`src/rtl/core/imu_avg_pkg.sv`:
```
// ----------------------------------------------------------------------------
// imu_avg_pkg
// Shared widths, constants and control types for the IMU average decimator.
// ----------------------------------------------------------------------------
`default_nettype none

package imu_avg_pkg;

  localparam int SAMPLE_BITS  = 32;
  localparam int COUNT_BITS   = 20;
  localparam int SUM_BITS     = SAMPLE_BITS + COUNT_BITS;
  localparam int CFG_BITS     = 20;
  localparam int PHASE_BITS   = CFG_BITS + 1;
  localparam int STAMP_BITS   = 48;
  localparam int AXES         = 6;
  localparam int AXIS_BITS    = $clog2(AXES);
  localparam int CFG_IDX_BITS = 2;

  localparam int DIV_BITS     = 4;
  localparam int DIV_STEPS    = (SUM_BITS + DIV_BITS - 1) / DIV_BITS;
  localparam int DIV_W        = DIV_STEPS * DIV_BITS;
  localparam int DIV_CNT_BITS = $clog2(DIV_STEPS + 1);

  localparam logic [CFG_IDX_BITS-1:0] CFG_IDX_TICK   = CFG_IDX_BITS'(0);
  localparam logic [CFG_IDX_BITS-1:0] CFG_IDX_OUTPUT = CFG_IDX_BITS'(1);

  localparam logic [CFG_BITS-1:0] TICK_RESET   = CFG_BITS'(1000);
  localparam logic [CFG_BITS-1:0] OUTPUT_RESET = CFG_BITS'(50000);

  localparam logic [SUM_BITS-1:0] SUM_MAX = {1'b0, {(SUM_BITS-1){1'b1}}};
  localparam logic [SUM_BITS-1:0] SUM_MIN = {1'b1, {(SUM_BITS-1){1'b0}}};

  localparam logic [SAMPLE_BITS-1:0] MEAN_MAX = {1'b0, {(SAMPLE_BITS-1){1'b1}}};
  localparam logic [SAMPLE_BITS-1:0] MEAN_MIN = {1'b1, {(SAMPLE_BITS-1){1'b0}}};

  localparam logic [DIV_W-1:0] MEAN_MAX_MAG = DIV_W'(MEAN_MAX);
  localparam logic [DIV_W-1:0] MEAN_MIN_MAG = DIV_W'(MEAN_MIN);

  localparam logic [COUNT_BITS-1:0] COUNT_MAX = {COUNT_BITS{1'b1}};
  localparam logic [PHASE_BITS-1:0] PHASE_MAX = {PHASE_BITS{1'b1}};

  localparam logic [AXIS_BITS-1:0] AXIS_LAST = AXIS_BITS'(AXES - 1);

  typedef logic [AXES-1:0][SAMPLE_BITS-1:0] axis_vec_t;
  typedef logic [AXES-1:0][SUM_BITS-1:0]    sum_vec_t;

  typedef struct packed {
    logic                 accum;
    logic                 div_start;
    logic                 store_mean;
    logic                 load_out;
    logic [AXIS_BITS-1:0] axis;
  } ctrl_cmd_t;

  typedef struct packed {
    logic emit;
    logic div_done;
    logic out_full;
  } dp_status_t;

endpackage

`default_nettype wire

```
`src/rtl/core/imu_avg_ifs.sv`:
```
// ----------------------------------------------------------------------------
// imu_avg_ifs
// Valid/ready channel interfaces for IMU samples and averaged results.
// ----------------------------------------------------------------------------
`default_nettype none

interface imu_avg_in_if;
  logic                                       valid;
  logic                                       ready;
  logic signed [imu_avg_pkg::SAMPLE_BITS-1:0] accel_x;
  logic signed [imu_avg_pkg::SAMPLE_BITS-1:0] accel_y;
  logic signed [imu_avg_pkg::SAMPLE_BITS-1:0] accel_z;
  logic signed [imu_avg_pkg::SAMPLE_BITS-1:0] rate_x;
  logic signed [imu_avg_pkg::SAMPLE_BITS-1:0] rate_y;
  logic signed [imu_avg_pkg::SAMPLE_BITS-1:0] rate_z;

  modport source (output valid, accel_x, accel_y, accel_z, rate_x, rate_y, rate_z,
                  input ready);
  modport sink (input valid, accel_x, accel_y, accel_z, rate_x, rate_y, rate_z,
                output ready);
endinterface

interface imu_avg_out_if;
  logic                                       valid;
  logic                                       ready;
  logic signed [imu_avg_pkg::SAMPLE_BITS-1:0] mean_accel_x;
  logic signed [imu_avg_pkg::SAMPLE_BITS-1:0] mean_accel_y;
  logic signed [imu_avg_pkg::SAMPLE_BITS-1:0] mean_accel_z;
  logic signed [imu_avg_pkg::SAMPLE_BITS-1:0] mean_rate_x;
  logic signed [imu_avg_pkg::SAMPLE_BITS-1:0] mean_rate_y;
  logic signed [imu_avg_pkg::SAMPLE_BITS-1:0] mean_rate_z;
  logic        [imu_avg_pkg::STAMP_BITS-1:0]  stamp_us;

  modport source (output valid, mean_accel_x, mean_accel_y, mean_accel_z,
                  mean_rate_x, mean_rate_y, mean_rate_z, stamp_us,
                  input ready);
  modport sink (input valid, mean_accel_x, mean_accel_y, mean_accel_z,
                mean_rate_x, mean_rate_y, mean_rate_z, stamp_us,
                output ready);
endinterface

`default_nettype wire

```
`src/rtl/core/imu_avg_divider.sv`:
```
// ----------------------------------------------------------------------------
// imu_avg_divider
// Radix-16 restoring divider: signed sum over unsigned count, result clamped
// to the sample range and truncated toward zero.
// ----------------------------------------------------------------------------
`default_nettype none

module imu_avg_divider (
  input  wire logic                                 clk,
  input  wire logic                                 rst_n,
  input  wire logic                                 start,
  input  wire logic [imu_avg_pkg::SUM_BITS-1:0]     dividend,
  input  wire logic [imu_avg_pkg::COUNT_BITS-1:0]   divisor,
  output logic                                      done,
  output logic      [imu_avg_pkg::SAMPLE_BITS-1:0]  quotient
);

  logic [imu_avg_pkg::DIV_CNT_BITS-1:0] cnt_r, cnt_nxt;
  logic                                 done_r, done_nxt;
  logic [imu_avg_pkg::COUNT_BITS-1:0]   rem_r, rem_nxt;
  logic [imu_avg_pkg::COUNT_BITS-1:0]   div_r, div_nxt;
  logic [imu_avg_pkg::DIV_W-1:0]        quo_r, quo_nxt;
  logic                                 neg_r, neg_nxt;
  logic [imu_avg_pkg::COUNT_BITS-1:0]   step_rem;
  logic [imu_avg_pkg::DIV_W-1:0]        step_quo;
  logic [imu_avg_pkg::DIV_W-1:0]        mag;

  always_comb begin
    logic [imu_avg_pkg::COUNT_BITS:0] r_sh;
    step_rem = rem_r;
    step_quo = quo_r;
    for (int k = 0; k < imu_avg_pkg::DIV_BITS; k++) begin
      r_sh     = {step_rem, step_quo[imu_avg_pkg::DIV_W-1]};
      step_quo = {step_quo[imu_avg_pkg::DIV_W-2:0], 1'b0};
      if (r_sh >= {1'b0, div_r}) begin
        r_sh        = r_sh - {1'b0, div_r};
        step_quo[0] = 1'b1;
      end
      step_rem = r_sh[imu_avg_pkg::COUNT_BITS-1:0];
    end
  end

  always_comb begin
    mag = imu_avg_pkg::DIV_W'(dividend);
    if (dividend[imu_avg_pkg::SUM_BITS-1]) begin
      mag = imu_avg_pkg::DIV_W'(~dividend + imu_avg_pkg::SUM_BITS'(1));
    end
  end

  always_comb begin
    cnt_nxt  = cnt_r;
    done_nxt = 1'b0;
    rem_nxt  = rem_r;
    div_nxt  = div_r;
    quo_nxt  = quo_r;
    neg_nxt  = neg_r;
    if (start) begin
      cnt_nxt = imu_avg_pkg::DIV_CNT_BITS'(imu_avg_pkg::DIV_STEPS);
      rem_nxt = '0;
      div_nxt = divisor;
      quo_nxt = mag;
      neg_nxt = dividend[imu_avg_pkg::SUM_BITS-1];
    end else if (cnt_r != '0) begin
      cnt_nxt  = cnt_r - imu_avg_pkg::DIV_CNT_BITS'(1);
      rem_nxt  = step_rem;
      quo_nxt  = step_quo;
      done_nxt = (cnt_r == imu_avg_pkg::DIV_CNT_BITS'(1));
    end
  end

  always_ff @(posedge clk) begin
    if (!rst_n) begin
      cnt_r  <= '0;
      done_r <= 1'b0;
    end else begin
      cnt_r  <= cnt_nxt;
      done_r <= done_nxt;
    end
    rem_r <= rem_nxt;
    div_r <= div_nxt;
    quo_r <= quo_nxt;
    neg_r <= neg_nxt;
  end

  always_comb begin
    if (neg_r) begin
      if (quo_r > imu_avg_pkg::MEAN_MIN_MAG) begin
        quotient = imu_avg_pkg::MEAN_MIN;
      end else begin
        quotient = ~quo_r[imu_avg_pkg::SAMPLE_BITS-1:0] + imu_avg_pkg::SAMPLE_BITS'(1);
      end
    end else begin
      if (quo_r > imu_avg_pkg::MEAN_MAX_MAG) begin
        quotient = imu_avg_pkg::MEAN_MAX;
      end else begin
        quotient = quo_r[imu_avg_pkg::SAMPLE_BITS-1:0];
      end
    end
  end

  assign done = done_r;

endmodule

`default_nettype wire

```
`src/rtl/core/imu_avg_datapath.sv`:
```
// ----------------------------------------------------------------------------
// imu_avg_datapath
// Axis sums, sample count, time and phase registers, the shared divider and
// the result register.
// ----------------------------------------------------------------------------
`default_nettype none

module imu_avg_datapath (
  input  wire logic                                   clk,
  input  wire logic                                   rst_n,
  input  wire imu_avg_pkg::ctrl_cmd_t                 cmd,
  output imu_avg_pkg::dp_status_t                     status,
  input  wire logic                                   cfg_we,
  input  wire logic [imu_avg_pkg::CFG_IDX_BITS-1:0]   cfg_index,
  input  wire logic [imu_avg_pkg::CFG_BITS-1:0]       cfg_data,
  input  wire imu_avg_pkg::axis_vec_t                 samples,
  output logic                                        out_valid,
  input  wire logic                                   out_ready,
  output imu_avg_pkg::axis_vec_t                      out_means,
  output logic      [imu_avg_pkg::STAMP_BITS-1:0]     out_stamp
);

  logic [imu_avg_pkg::CFG_BITS-1:0]   tick_r, tick_nxt;
  logic [imu_avg_pkg::CFG_BITS-1:0]   period_r, period_nxt;
  imu_avg_pkg::sum_vec_t              sums_r, sums_nxt;
  logic [imu_avg_pkg::COUNT_BITS-1:0] count_r, count_nxt;
  logic [imu_avg_pkg::STAMP_BITS-1:0] elapsed_r, elapsed_nxt;
  logic [imu_avg_pkg::PHASE_BITS-1:0] phase_r, phase_nxt;
  imu_avg_pkg::axis_vec_t             mean_r, mean_nxt;
  logic                               out_valid_r, out_valid_nxt;
  imu_avg_pkg::axis_vec_t             out_mean_r, out_mean_nxt;
  logic [imu_avg_pkg::STAMP_BITS-1:0] out_stamp_r, out_stamp_nxt;
  logic                               div_done;
  logic [imu_avg_pkg::SAMPLE_BITS-1:0] div_quo;
  imu_avg_pkg::sum_vec_t              sums_acc;
  logic [imu_avg_pkg::PHASE_BITS:0]   phase_sum;

  imu_avg_divider u_divider (
    .clk      (clk),
    .rst_n    (rst_n),
    .start    (cmd.div_start),
    .dividend (sums_r[cmd.axis]),
    .divisor  (count_r),
    .done     (div_done),
    .quotient (div_quo)
  );

  always_comb begin
    logic [imu_avg_pkg::SUM_BITS:0] wide;
    for (int i = 0; i < imu_avg_pkg::AXES; i++) begin
      wide = {sums_r[i][imu_avg_pkg::SUM_BITS-1], sums_r[i]}
           + {{(imu_avg_pkg::COUNT_BITS+1){samples[i][imu_avg_pkg::SAMPLE_BITS-1]}},
              samples[i]};
      if (wide[imu_avg_pkg::SUM_BITS] != wide[imu_avg_pkg::SUM_BITS-1]) begin
        sums_acc[i] = wide[imu_avg_pkg::SUM_BITS] ? imu_avg_pkg::SUM_MIN
                                                  : imu_avg_pkg::SUM_MAX;
      end else begin
        sums_acc[i] = wide[imu_avg_pkg::SUM_BITS-1:0];
      end
    end
  end

  assign phase_sum = {1'b0, phase_r} + (imu_avg_pkg::PHASE_BITS+1)'(tick_r);

  always_comb begin
    tick_nxt      = tick_r;
    period_nxt    = period_r;
    sums_nxt      = sums_r;
    count_nxt     = count_r;
    elapsed_nxt   = elapsed_r;
    phase_nxt     = phase_r;
    mean_nxt      = mean_r;
    out_valid_nxt = out_valid_r;
    out_mean_nxt  = out_mean_r;
    out_stamp_nxt = out_stamp_r;

    if (cfg_we) begin
      case (cfg_index)
        imu_avg_pkg::CFG_IDX_TICK:   tick_nxt = cfg_data;
        imu_avg_pkg::CFG_IDX_OUTPUT: period_nxt = cfg_data;
        default: ;
      endcase
    end

    if (cmd.accum) begin
      sums_nxt = sums_acc;
      if (count_r != imu_avg_pkg::COUNT_MAX) begin
        count_nxt = count_r + imu_avg_pkg::COUNT_BITS'(1);
      end
      elapsed_nxt = elapsed_r + imu_avg_pkg::STAMP_BITS'(tick_r);
      phase_nxt   = phase_sum[imu_avg_pkg::PHASE_BITS] ? imu_avg_pkg::PHASE_MAX
                                                      : phase_sum[imu_avg_pkg::PHASE_BITS-1:0];
    end

    if (cmd.store_mean) begin
      mean_nxt[cmd.axis] = div_quo;
    end

    if (out_valid_r && out_ready) begin
      out_valid_nxt = 1'b0;
    end

    if (cmd.load_out) begin
      out_valid_nxt = 1'b1;
      out_mean_nxt  = mean_r;
      out_stamp_nxt = elapsed_r;
      sums_nxt      = '0;
      count_nxt     = '0;
      phase_nxt     = phase_r - imu_avg_pkg::PHASE_BITS'(period_r);
    end
  end

  always_ff @(posedge clk) begin
    if (!rst_n) begin
      tick_r      <= imu_avg_pkg::TICK_RESET;
      period_r    <= imu_avg_pkg::OUTPUT_RESET;
      sums_r      <= '0;
      count_r     <= '0;
      elapsed_r   <= '0;
      phase_r     <= '0;
      out_valid_r <= 1'b0;
    end else begin
      tick_r      <= tick_nxt;
      period_r    <= period_nxt;
      sums_r      <= sums_nxt;
      count_r     <= count_nxt;
      elapsed_r   <= elapsed_nxt;
      phase_r     <= phase_nxt;
      out_valid_r <= out_valid_nxt;
    end
    mean_r      <= mean_nxt;
    out_mean_r  <= out_mean_nxt;
    out_stamp_r <= out_stamp_nxt;
  end

  assign status.emit     = (phase_r >= imu_avg_pkg::PHASE_BITS'(period_r));
  assign status.div_done = div_done;
  assign status.out_full = out_valid_r;

  assign out_valid = out_valid_r;
  assign out_means = out_mean_r;
  assign out_stamp = out_stamp_r;

endmodule

`default_nettype wire

```
`src/rtl/core/imu_avg_ctrl.sv`:
```
// ----------------------------------------------------------------------------
// imu_avg_ctrl
// Sequencer: accepts a sample, checks the phase and walks the divider over
// the six axes before handing the result to the output register.
// ----------------------------------------------------------------------------
`default_nettype none

module imu_avg_ctrl (
  input  wire logic                    clk,
  input  wire logic                    rst_n,
  input  wire logic                    in_valid,
  output logic                         in_ready,
  input  wire imu_avg_pkg::dp_status_t status,
  output imu_avg_pkg::ctrl_cmd_t       cmd
);

  typedef enum logic [4:0] {
    S_IDLE      = 5'b00001,
    S_CHECK     = 5'b00010,
    S_DIV_START = 5'b00100,
    S_DIV_WAIT  = 5'b01000,
    S_LOAD      = 5'b10000
  } state_t;

  state_t                            state_r, state_nxt;
  logic [imu_avg_pkg::AXIS_BITS-1:0] axis_r, axis_nxt;

  always_comb begin
    state_nxt      = state_r;
    axis_nxt       = axis_r;
    in_ready       = 1'b0;
    cmd            = '0;
    cmd.axis       = axis_r;
    case (state_r)
      S_IDLE: begin
        in_ready  = 1'b1;
        cmd.accum = in_valid;
        if (in_valid) begin
          state_nxt = S_CHECK;
        end
      end
      S_CHECK: begin
        axis_nxt  = '0;
        state_nxt = status.emit ? S_DIV_START : S_IDLE;
      end
      S_DIV_START: begin
        cmd.div_start = 1'b1;
        state_nxt     = S_DIV_WAIT;
      end
      S_DIV_WAIT: begin
        if (status.div_done) begin
          cmd.store_mean = 1'b1;
          if (axis_r == imu_avg_pkg::AXIS_LAST) begin
            state_nxt = S_LOAD;
          end else begin
            axis_nxt  = axis_r + imu_avg_pkg::AXIS_BITS'(1);
            state_nxt = S_DIV_START;
          end
        end
      end
      S_LOAD: begin
        if (!status.out_full) begin
          cmd.load_out = 1'b1;
          state_nxt    = S_IDLE;
        end
      end
      default: begin
        state_nxt = S_IDLE;
      end
    endcase
  end

  always_ff @(posedge clk) begin
    if (!rst_n) begin
      state_r <= S_IDLE;
      axis_r  <= '0;
    end else begin
      state_r <= state_nxt;
      axis_r  <= axis_nxt;
    end
  end

endmodule

`default_nettype wire

```
`src/rtl/core/imu_average_decimator_top.sv`:
```
// ----------------------------------------------------------------------------
// imu_average_decimator_top
// Average-and-dump decimator for three accel and three gyro axes.
// A sample that closes no output period passes the phase check before the next
// one is taken. A sample that closes a period waits for six divisions, one per
// axis, in the shared radix-16 divider. The result sits in an output register,
// so new samples are taken while it waits for its transfer, until the next
// sample that closes a period. Synchronous active-low reset clears all sums,
// counters and the output valid and restores the default periods.
// ----------------------------------------------------------------------------
`default_nettype none

module imu_average_decimator_top (
  input  wire logic                                 clk,
  input  wire logic                                 rst_n,
  imu_avg_in_if.sink                                in_ch,
  imu_avg_out_if.source                             out_ch,
  input  wire logic                                 cfg_we,
  input  wire logic [imu_avg_pkg::CFG_IDX_BITS-1:0] cfg_index,
  input  wire logic [imu_avg_pkg::CFG_BITS-1:0]     cfg_data
);

  imu_avg_pkg::ctrl_cmd_t  cmd;
  imu_avg_pkg::dp_status_t status;
  imu_avg_pkg::axis_vec_t  samples;
  imu_avg_pkg::axis_vec_t  out_means;
  logic                    in_ready;

  assign samples[0] = in_ch.accel_x;
  assign samples[1] = in_ch.accel_y;
  assign samples[2] = in_ch.accel_z;
  assign samples[3] = in_ch.rate_x;
  assign samples[4] = in_ch.rate_y;
  assign samples[5] = in_ch.rate_z;

  assign in_ch.ready = in_ready;

  imu_avg_ctrl u_ctrl (
    .clk      (clk),
    .rst_n    (rst_n),
    .in_valid (in_ch.valid),
    .in_ready (in_ready),
    .status   (status),
    .cmd      (cmd)
  );

  imu_avg_datapath u_datapath (
    .clk       (clk),
    .rst_n     (rst_n),
    .cmd       (cmd),
    .status    (status),
    .cfg_we    (cfg_we),
    .cfg_index (cfg_index),
    .cfg_data  (cfg_data),
    .samples   (samples),
    .out_valid (out_ch.valid),
    .out_ready (out_ch.ready),
    .out_means (out_means),
    .out_stamp (out_ch.stamp_us)
  );

  assign out_ch.mean_accel_x = out_means[0];
  assign out_ch.mean_accel_y = out_means[1];
  assign out_ch.mean_accel_z = out_means[2];
  assign out_ch.mean_rate_x  = out_means[3];
  assign out_ch.mean_rate_y  = out_means[4];
  assign out_ch.mean_rate_z  = out_means[5];

`ifndef SYNTHESIS
  a_no_overwrite: assert property (@(posedge clk) disable iff (!rst_n)
    cmd.load_out |-> !status.out_full)
    else $error("result loaded while a previous result is still pending");

  a_load_shows: assert property (@(posedge clk) disable iff (!rst_n)
    cmd.load_out |=> out_ch.valid)
    else $error("loaded result not presented on the output channel");

  a_one_sample: assert property (@(posedge clk) disable iff (!rst_n)
    (in_ch.valid && in_ready) |=> !in_ready)
    else $error("second sample taken before the phase check");

  a_div_quiet: assert property (@(posedge clk) disable iff (!rst_n)
    cmd.div_start |-> !in_ready)
    else $error("divider started while the input side is open");
`endif

endmodule

`default_nettype wire
```
`src/flat_wrapper.sv`:
```
// flat-port wrapper written by rule: the top's interface ports become plain ports
module imu_average_decimator_top_flat 
  (clk, rst_n, cfg_we, cfg_index, cfg_data, in_ch_valid, in_ch_accel_x, in_ch_accel_y, in_ch_accel_z, in_ch_rate_x, in_ch_rate_y, in_ch_rate_z, in_ch_ready, out_ch_valid, out_ch_mean_accel_x, out_ch_mean_accel_y, out_ch_mean_accel_z, out_ch_mean_rate_x, out_ch_mean_rate_y, out_ch_mean_rate_z, out_ch_stamp_us, out_ch_ready);
  imu_avg_in_if in_ch_i ();
  imu_avg_out_if out_ch_i ();
  input  wire logic clk;
  input  wire logic rst_n;
  input  wire logic cfg_we;
  input  wire logic [imu_avg_pkg::CFG_IDX_BITS-1:0] cfg_index;
  input  wire logic [imu_avg_pkg::CFG_BITS-1:0] cfg_data;
  input wire logic [$bits(in_ch_i.valid)-1:0] in_ch_valid;
  input wire logic [$bits(in_ch_i.accel_x)-1:0] in_ch_accel_x;
  input wire logic [$bits(in_ch_i.accel_y)-1:0] in_ch_accel_y;
  input wire logic [$bits(in_ch_i.accel_z)-1:0] in_ch_accel_z;
  input wire logic [$bits(in_ch_i.rate_x)-1:0] in_ch_rate_x;
  input wire logic [$bits(in_ch_i.rate_y)-1:0] in_ch_rate_y;
  input wire logic [$bits(in_ch_i.rate_z)-1:0] in_ch_rate_z;
  output wire logic [$bits(in_ch_i.ready)-1:0] in_ch_ready;
  output wire logic [$bits(out_ch_i.valid)-1:0] out_ch_valid;
  output wire logic [$bits(out_ch_i.mean_accel_x)-1:0] out_ch_mean_accel_x;
  output wire logic [$bits(out_ch_i.mean_accel_y)-1:0] out_ch_mean_accel_y;
  output wire logic [$bits(out_ch_i.mean_accel_z)-1:0] out_ch_mean_accel_z;
  output wire logic [$bits(out_ch_i.mean_rate_x)-1:0] out_ch_mean_rate_x;
  output wire logic [$bits(out_ch_i.mean_rate_y)-1:0] out_ch_mean_rate_y;
  output wire logic [$bits(out_ch_i.mean_rate_z)-1:0] out_ch_mean_rate_z;
  output wire logic [$bits(out_ch_i.stamp_us)-1:0] out_ch_stamp_us;
  input wire logic [$bits(out_ch_i.ready)-1:0] out_ch_ready;
  assign in_ch_i.valid = in_ch_valid;
  assign in_ch_i.accel_x = in_ch_accel_x;
  assign in_ch_i.accel_y = in_ch_accel_y;
  assign in_ch_i.accel_z = in_ch_accel_z;
  assign in_ch_i.rate_x = in_ch_rate_x;
  assign in_ch_i.rate_y = in_ch_rate_y;
  assign in_ch_i.rate_z = in_ch_rate_z;
  assign in_ch_ready = in_ch_i.ready;
  assign out_ch_valid = out_ch_i.valid;
  assign out_ch_mean_accel_x = out_ch_i.mean_accel_x;
  assign out_ch_mean_accel_y = out_ch_i.mean_accel_y;
  assign out_ch_mean_accel_z = out_ch_i.mean_accel_z;
  assign out_ch_mean_rate_x = out_ch_i.mean_rate_x;
  assign out_ch_mean_rate_y = out_ch_i.mean_rate_y;
  assign out_ch_mean_rate_z = out_ch_i.mean_rate_z;
  assign out_ch_stamp_us = out_ch_i.stamp_us;
  assign out_ch_i.ready = out_ch_ready;
  imu_average_decimator_top u_core (.clk(clk), .rst_n(rst_n), .in_ch(in_ch_i), .out_ch(out_ch_i), .cfg_we(cfg_we), .cfg_index(cfg_index), .cfg_data(cfg_data));
endmodule
```
`config.mk`:
```
export PLATFORM = sky130hd
export DESIGN_NAME = imu_average_decimator_top_flat
export DESIGN_NICKNAME = d
export VERILOG_FILES = /design/src/rtl/core/imu_avg_pkg.sv /design/src/rtl/core/imu_avg_ifs.sv /design/src/rtl/core/imu_avg_divider.sv /design/src/rtl/core/imu_avg_datapath.sv /design/src/rtl/core/imu_avg_ctrl.sv /design/src/rtl/core/imu_average_decimator_top.sv /design/src/flat_wrapper.sv
export SDC_FILE = /design/constraint.sdc
export NUM_CORES = 2
export LEC_CHECK = 0
export BUFFER_PORTS_ARGS = -buffer_cell sky130_fd_sc_hd__buf_2
export CAP_MARGIN = 10
export CORE_UTILIZATION = 30
export DETAILED_ROUTE_END_ITERATION = 12
export HOLD_SLACK_MARGIN = 0.12
export PLACE_DENSITY = 0.53
export SETUP_SLACK_MARGIN = 0.15
export SLEW_MARGIN = 20
export SYNTH_ARGS = -nofsm -noshare
export SYNTH_HDL_FRONTEND = slang
export SYNTH_SLANG_ARGS = --single-unit
```
`constraint.sdc`:
```
create_clock -name clk -period 11.85 [get_ports clk]
set_input_delay 0.5925 -clock clk [delete_from_list [all_inputs] [get_ports clk]]
set_output_delay 0.5925 -clock clk [all_outputs]
set_load 0.005 [all_outputs]
```
==> impl_metrics.csv <==
group,metric,value,unit
die,num_rows,167,
global_routing,grtUsageMet3,0.0336,
min_path,hp-class,"in2reg",
timing,fin_crit_sh,0.930,
synth,synthDistinctLibCells,103,
clocking,clockRootBuffer,"clkbuf_16",
synth,synthMuxAreaShare,0.0292,
timing,rsz0062_at_grt,"no",
clocking,clk_latency,0.80,ns
setup_path,crit_arrival,11.71,ns
global_routing,grtUsageTotal,0.211,
synth,ys_warn_count,0,
timing,worst_slack,0.830,ns
final_layout,drive_gt1_frac,0.133,
timing,max_freq,90.7,MHz
placed_design,port_buffers,460,
synth,synth_ff_type,"edfxtp_1",
die,dieArea,0.212,mm2
synth,async_flop_share,0,
synth,synth_top_family_by_area,"compound AO/OA/AOI/OAI gates",
timing,fin_worst_skew,0.0612,ns
timing,setup_tns,0,ns
timing,setup_viol,0,
timing,layout_min_cycle_time,11.02,ns
final_layout,fin_nets,8175,
drt,dr.pass1.iters,6,
synth,netlist_instances,6986,
synth,synth_compound_area_frac,0.235,
clocking,clk_pin_slew,0.06,ns
final_layout,final_cell_mix,"a21oi_1 (780), o21ai_0 (695), nand2_1 (595)",
drt,drt-initial-drc-count,4681,
setup_path,crit_path_start_kind,"flip-flop",
placed_design,place.gp.congestion,0.977,
global_routing,antenna_found_initial,28,
final_layout,finalNonFillerCells,10400,
timing,slew_headroom,0.221,
synth,synthAdderAreaFrac,0.105,
synth,synth_nets,7677,
drt,avgRoutedWirePerCell,22.4,um
synth,syn_area,0.0630,mm2
setup_path,required,12.54,ns
die,die-width,460,um
clocking,numCtsBuffers,116,
min_path,hold_start,"in_ch_accel_z[0]",
drt,via_per_inst,5.40,
synth,avgSynthCellArea,9.02,um2
timing,drv_slew,0,
global_routing,grt_max_degree,188,
drt,ant_nets,0,
setup_path,startpoint,"u_core.u_datapath.u_divider.div_r[1]$_DFFE_PP_",
synth,synthSimpleGateAreaFrac,0.143,
timing,hold_viol,0,
setup_path,path_class,"reg2reg",
setup_path,r2r_start,"u_core.u_datapath.u_divider.div_r[1]$_DFFE_PP_",
die,boundaryPins,461,
clocking,tritoncts,"done",
drt,finalWirelength,232,mm
global_routing,gr-usage-met1,0.287,
clocking,htree_levels,3,
setup_path,slowest_delay,0.47,ns
placed_design,post-place-cells,10100,
setup_path,critical_path.most_common_cell,"a21oi_1",
global_routing,grt_pass1_vias,52400,
setup_path,critical-path-slowest-cell,"or4b_1",
job,max-cap-violations,0,
setup_path,end_kind,"flip-flop",
final_layout,final_common_cell,"a21oi_1",
clocking,cts_sinks,980,
global_routing,grt_pass1_wl,340,mm
global_routing,globalRoute.busiestLayer,"met2",
setup_path,critPathMaxFanout,22,
placed_design,place_ws,0.551,ns
global_routing,use_met2,0.328,
final_layout,post-route-util,0.354,
drt,drcViolationCount,0,
final_layout,fill_cells,21200,
synth,yosysSeqAreaShare,0.391,
die,core,0.208,mm2
synth,synth-xor-area-share,0.0620,
die,start_util,0.303,
outcome,outcome,"completed",
global_routing,grt_remaining_overflow,0,
final_layout,areaGrowthSynthToFinish,16.6,%
die,dieHeight,460,um
placed_design,hpwl,177,mm
drt,vias,56000,
timing,worst_slew_pin_slew,1.17,ns
clocking,cts_buffer_depth,3,
synth,synth_edf_count,505,
synth,synth-seq-cells,980,
## per-layer routing
layer / up-vias / wire (um) / part of all wire
met4: 12 / 10200 / 0.044
li1: 27100 / - / -
met5: - / 86 / 0.00037
met1: 26900 / 107000 / 0.46
met3: 324 / 14100 / 0.061
met2: 1702 / 101000 / 0.43
## metrics by stage
step | cell area, um2 | hold WS, ns
detailed placement | 69300 | 0.405
global placement | 69300 | 0.400
floorplan | 63000 | 0.400
finish | 73500 | 0.197
CTS | 73400 | 0.135
global route | 73500 | 0.202
## path summary, 6_finish.rpt
kind,endpoint,slack [ns],depth (start not counted)
max,u_core.u_datapath.u_divider.rem_r[2]$_SDFFE_PP0N_,0.83,47
min,u_core.u_datapath.sums_r[104]$_SDFFE_PP0P_,0.20,4
max reg2reg,u_core.u_datapath.u_divider.rem_r[2]$_SDFFE_PP0N_,0.83,47
min reg2reg,u_core.u_datapath.out_means[163]$_DFFE_PP_,0.41,0
## area by class of cell
class	instances	area, um2	area share
diodes	15	37.5	0.000511
clock buffers	143	3130	0.0425
clock inverters	67	749	0.0102
inverters	239	905	0.0123
multi-input cells	5454	36300	0.494
flip-flops and latches	980	24700	0.336
well taps	2788	3490	0.0474
repair buffers	693	4190	0.0570
## cell families (layout without fill, tap and decap cells)
| logic type | Yosys count | count (layout) |
|---|---|---|
| buffers and inverters | 552 | 1142 |
| AND/OR/NAND/NOR | 1909 | 1909 |
| AO/OA/AOI/OAI | 2406 | 2406 |
| multiplexers | 161 | 161 |
| other | 0 | 15 |
| adder cells (fa/ha/maj) | 532 | 532 |
| flip-flops | 980 | 980 |
| XOR/XNOR | 446 | 446 |
## critical path: cells and delay by family, from the launching register on
family | cells | cell delay [ns]
AOI/OAI and AO/OA | 22 | 4.96
and+or+nand+nor | 10 | 2.10
buffers and inverters | 9 | 1.36
adders and majority gates | 4 | 1.30
muxes | 2 | 0.74
DFF | 1 | 0.46
## cells in the mapped netlist, types with 163 or more instances
cell | n | area [um2]
nand3_1 | 163 | 816
xnor2_1 | 269 | 2360
edfxtp_1 | 505 | 15200
nor2_1 | 505 | 1900
ha_1 | 459 | 5740
xor2_1 | 177 | 1550
a21o_1 | 201 | 1510
a21oi_1 | 781 | 3910
clkbuf_1 | 263 | 987
nand2_1 | 598 | 2240
dfxtp_1 | 475 | 9510
inv_1 | 235 | 882
o21ai_0 | 697 | 3490
## registers in the layout, indices dropped and copies added (netlist names), 5 cells and up
signal and cells:
u_core.u_datapath.tick_r 20, u_core.u_datapath.out_means 192, u_core.u_datapath.mean_r 192, u_core.u_datapath.u_divider.rem_r 20, u_core.u_datapath.period_r 20, u_core.u_datapath.phase_r 21, u_core.u_datapath.u_divider.quo_r 52, u_core.u_datapath.u_divider.div_r 20
u_core.u_datapath.out_stamp 48, u_core.u_ctrl.state_r 5, u_core.u_datapath.count_r 20, u_core.u_datapath.elapsed_r 48, u_core.u_datapath.sums_r 312
## repair_timing
action | CTS | global route
hold buffers | 21 | 0
setup buffers | 0 | 5
hold endpoints to repair | 41 | 0
setup endpoints to repair | 0 | 21
resized for setup | 0 | 6
Power is not shown: default switching activity piles up to over one toggle a cycle in this logic, so the estimate is an artifact.
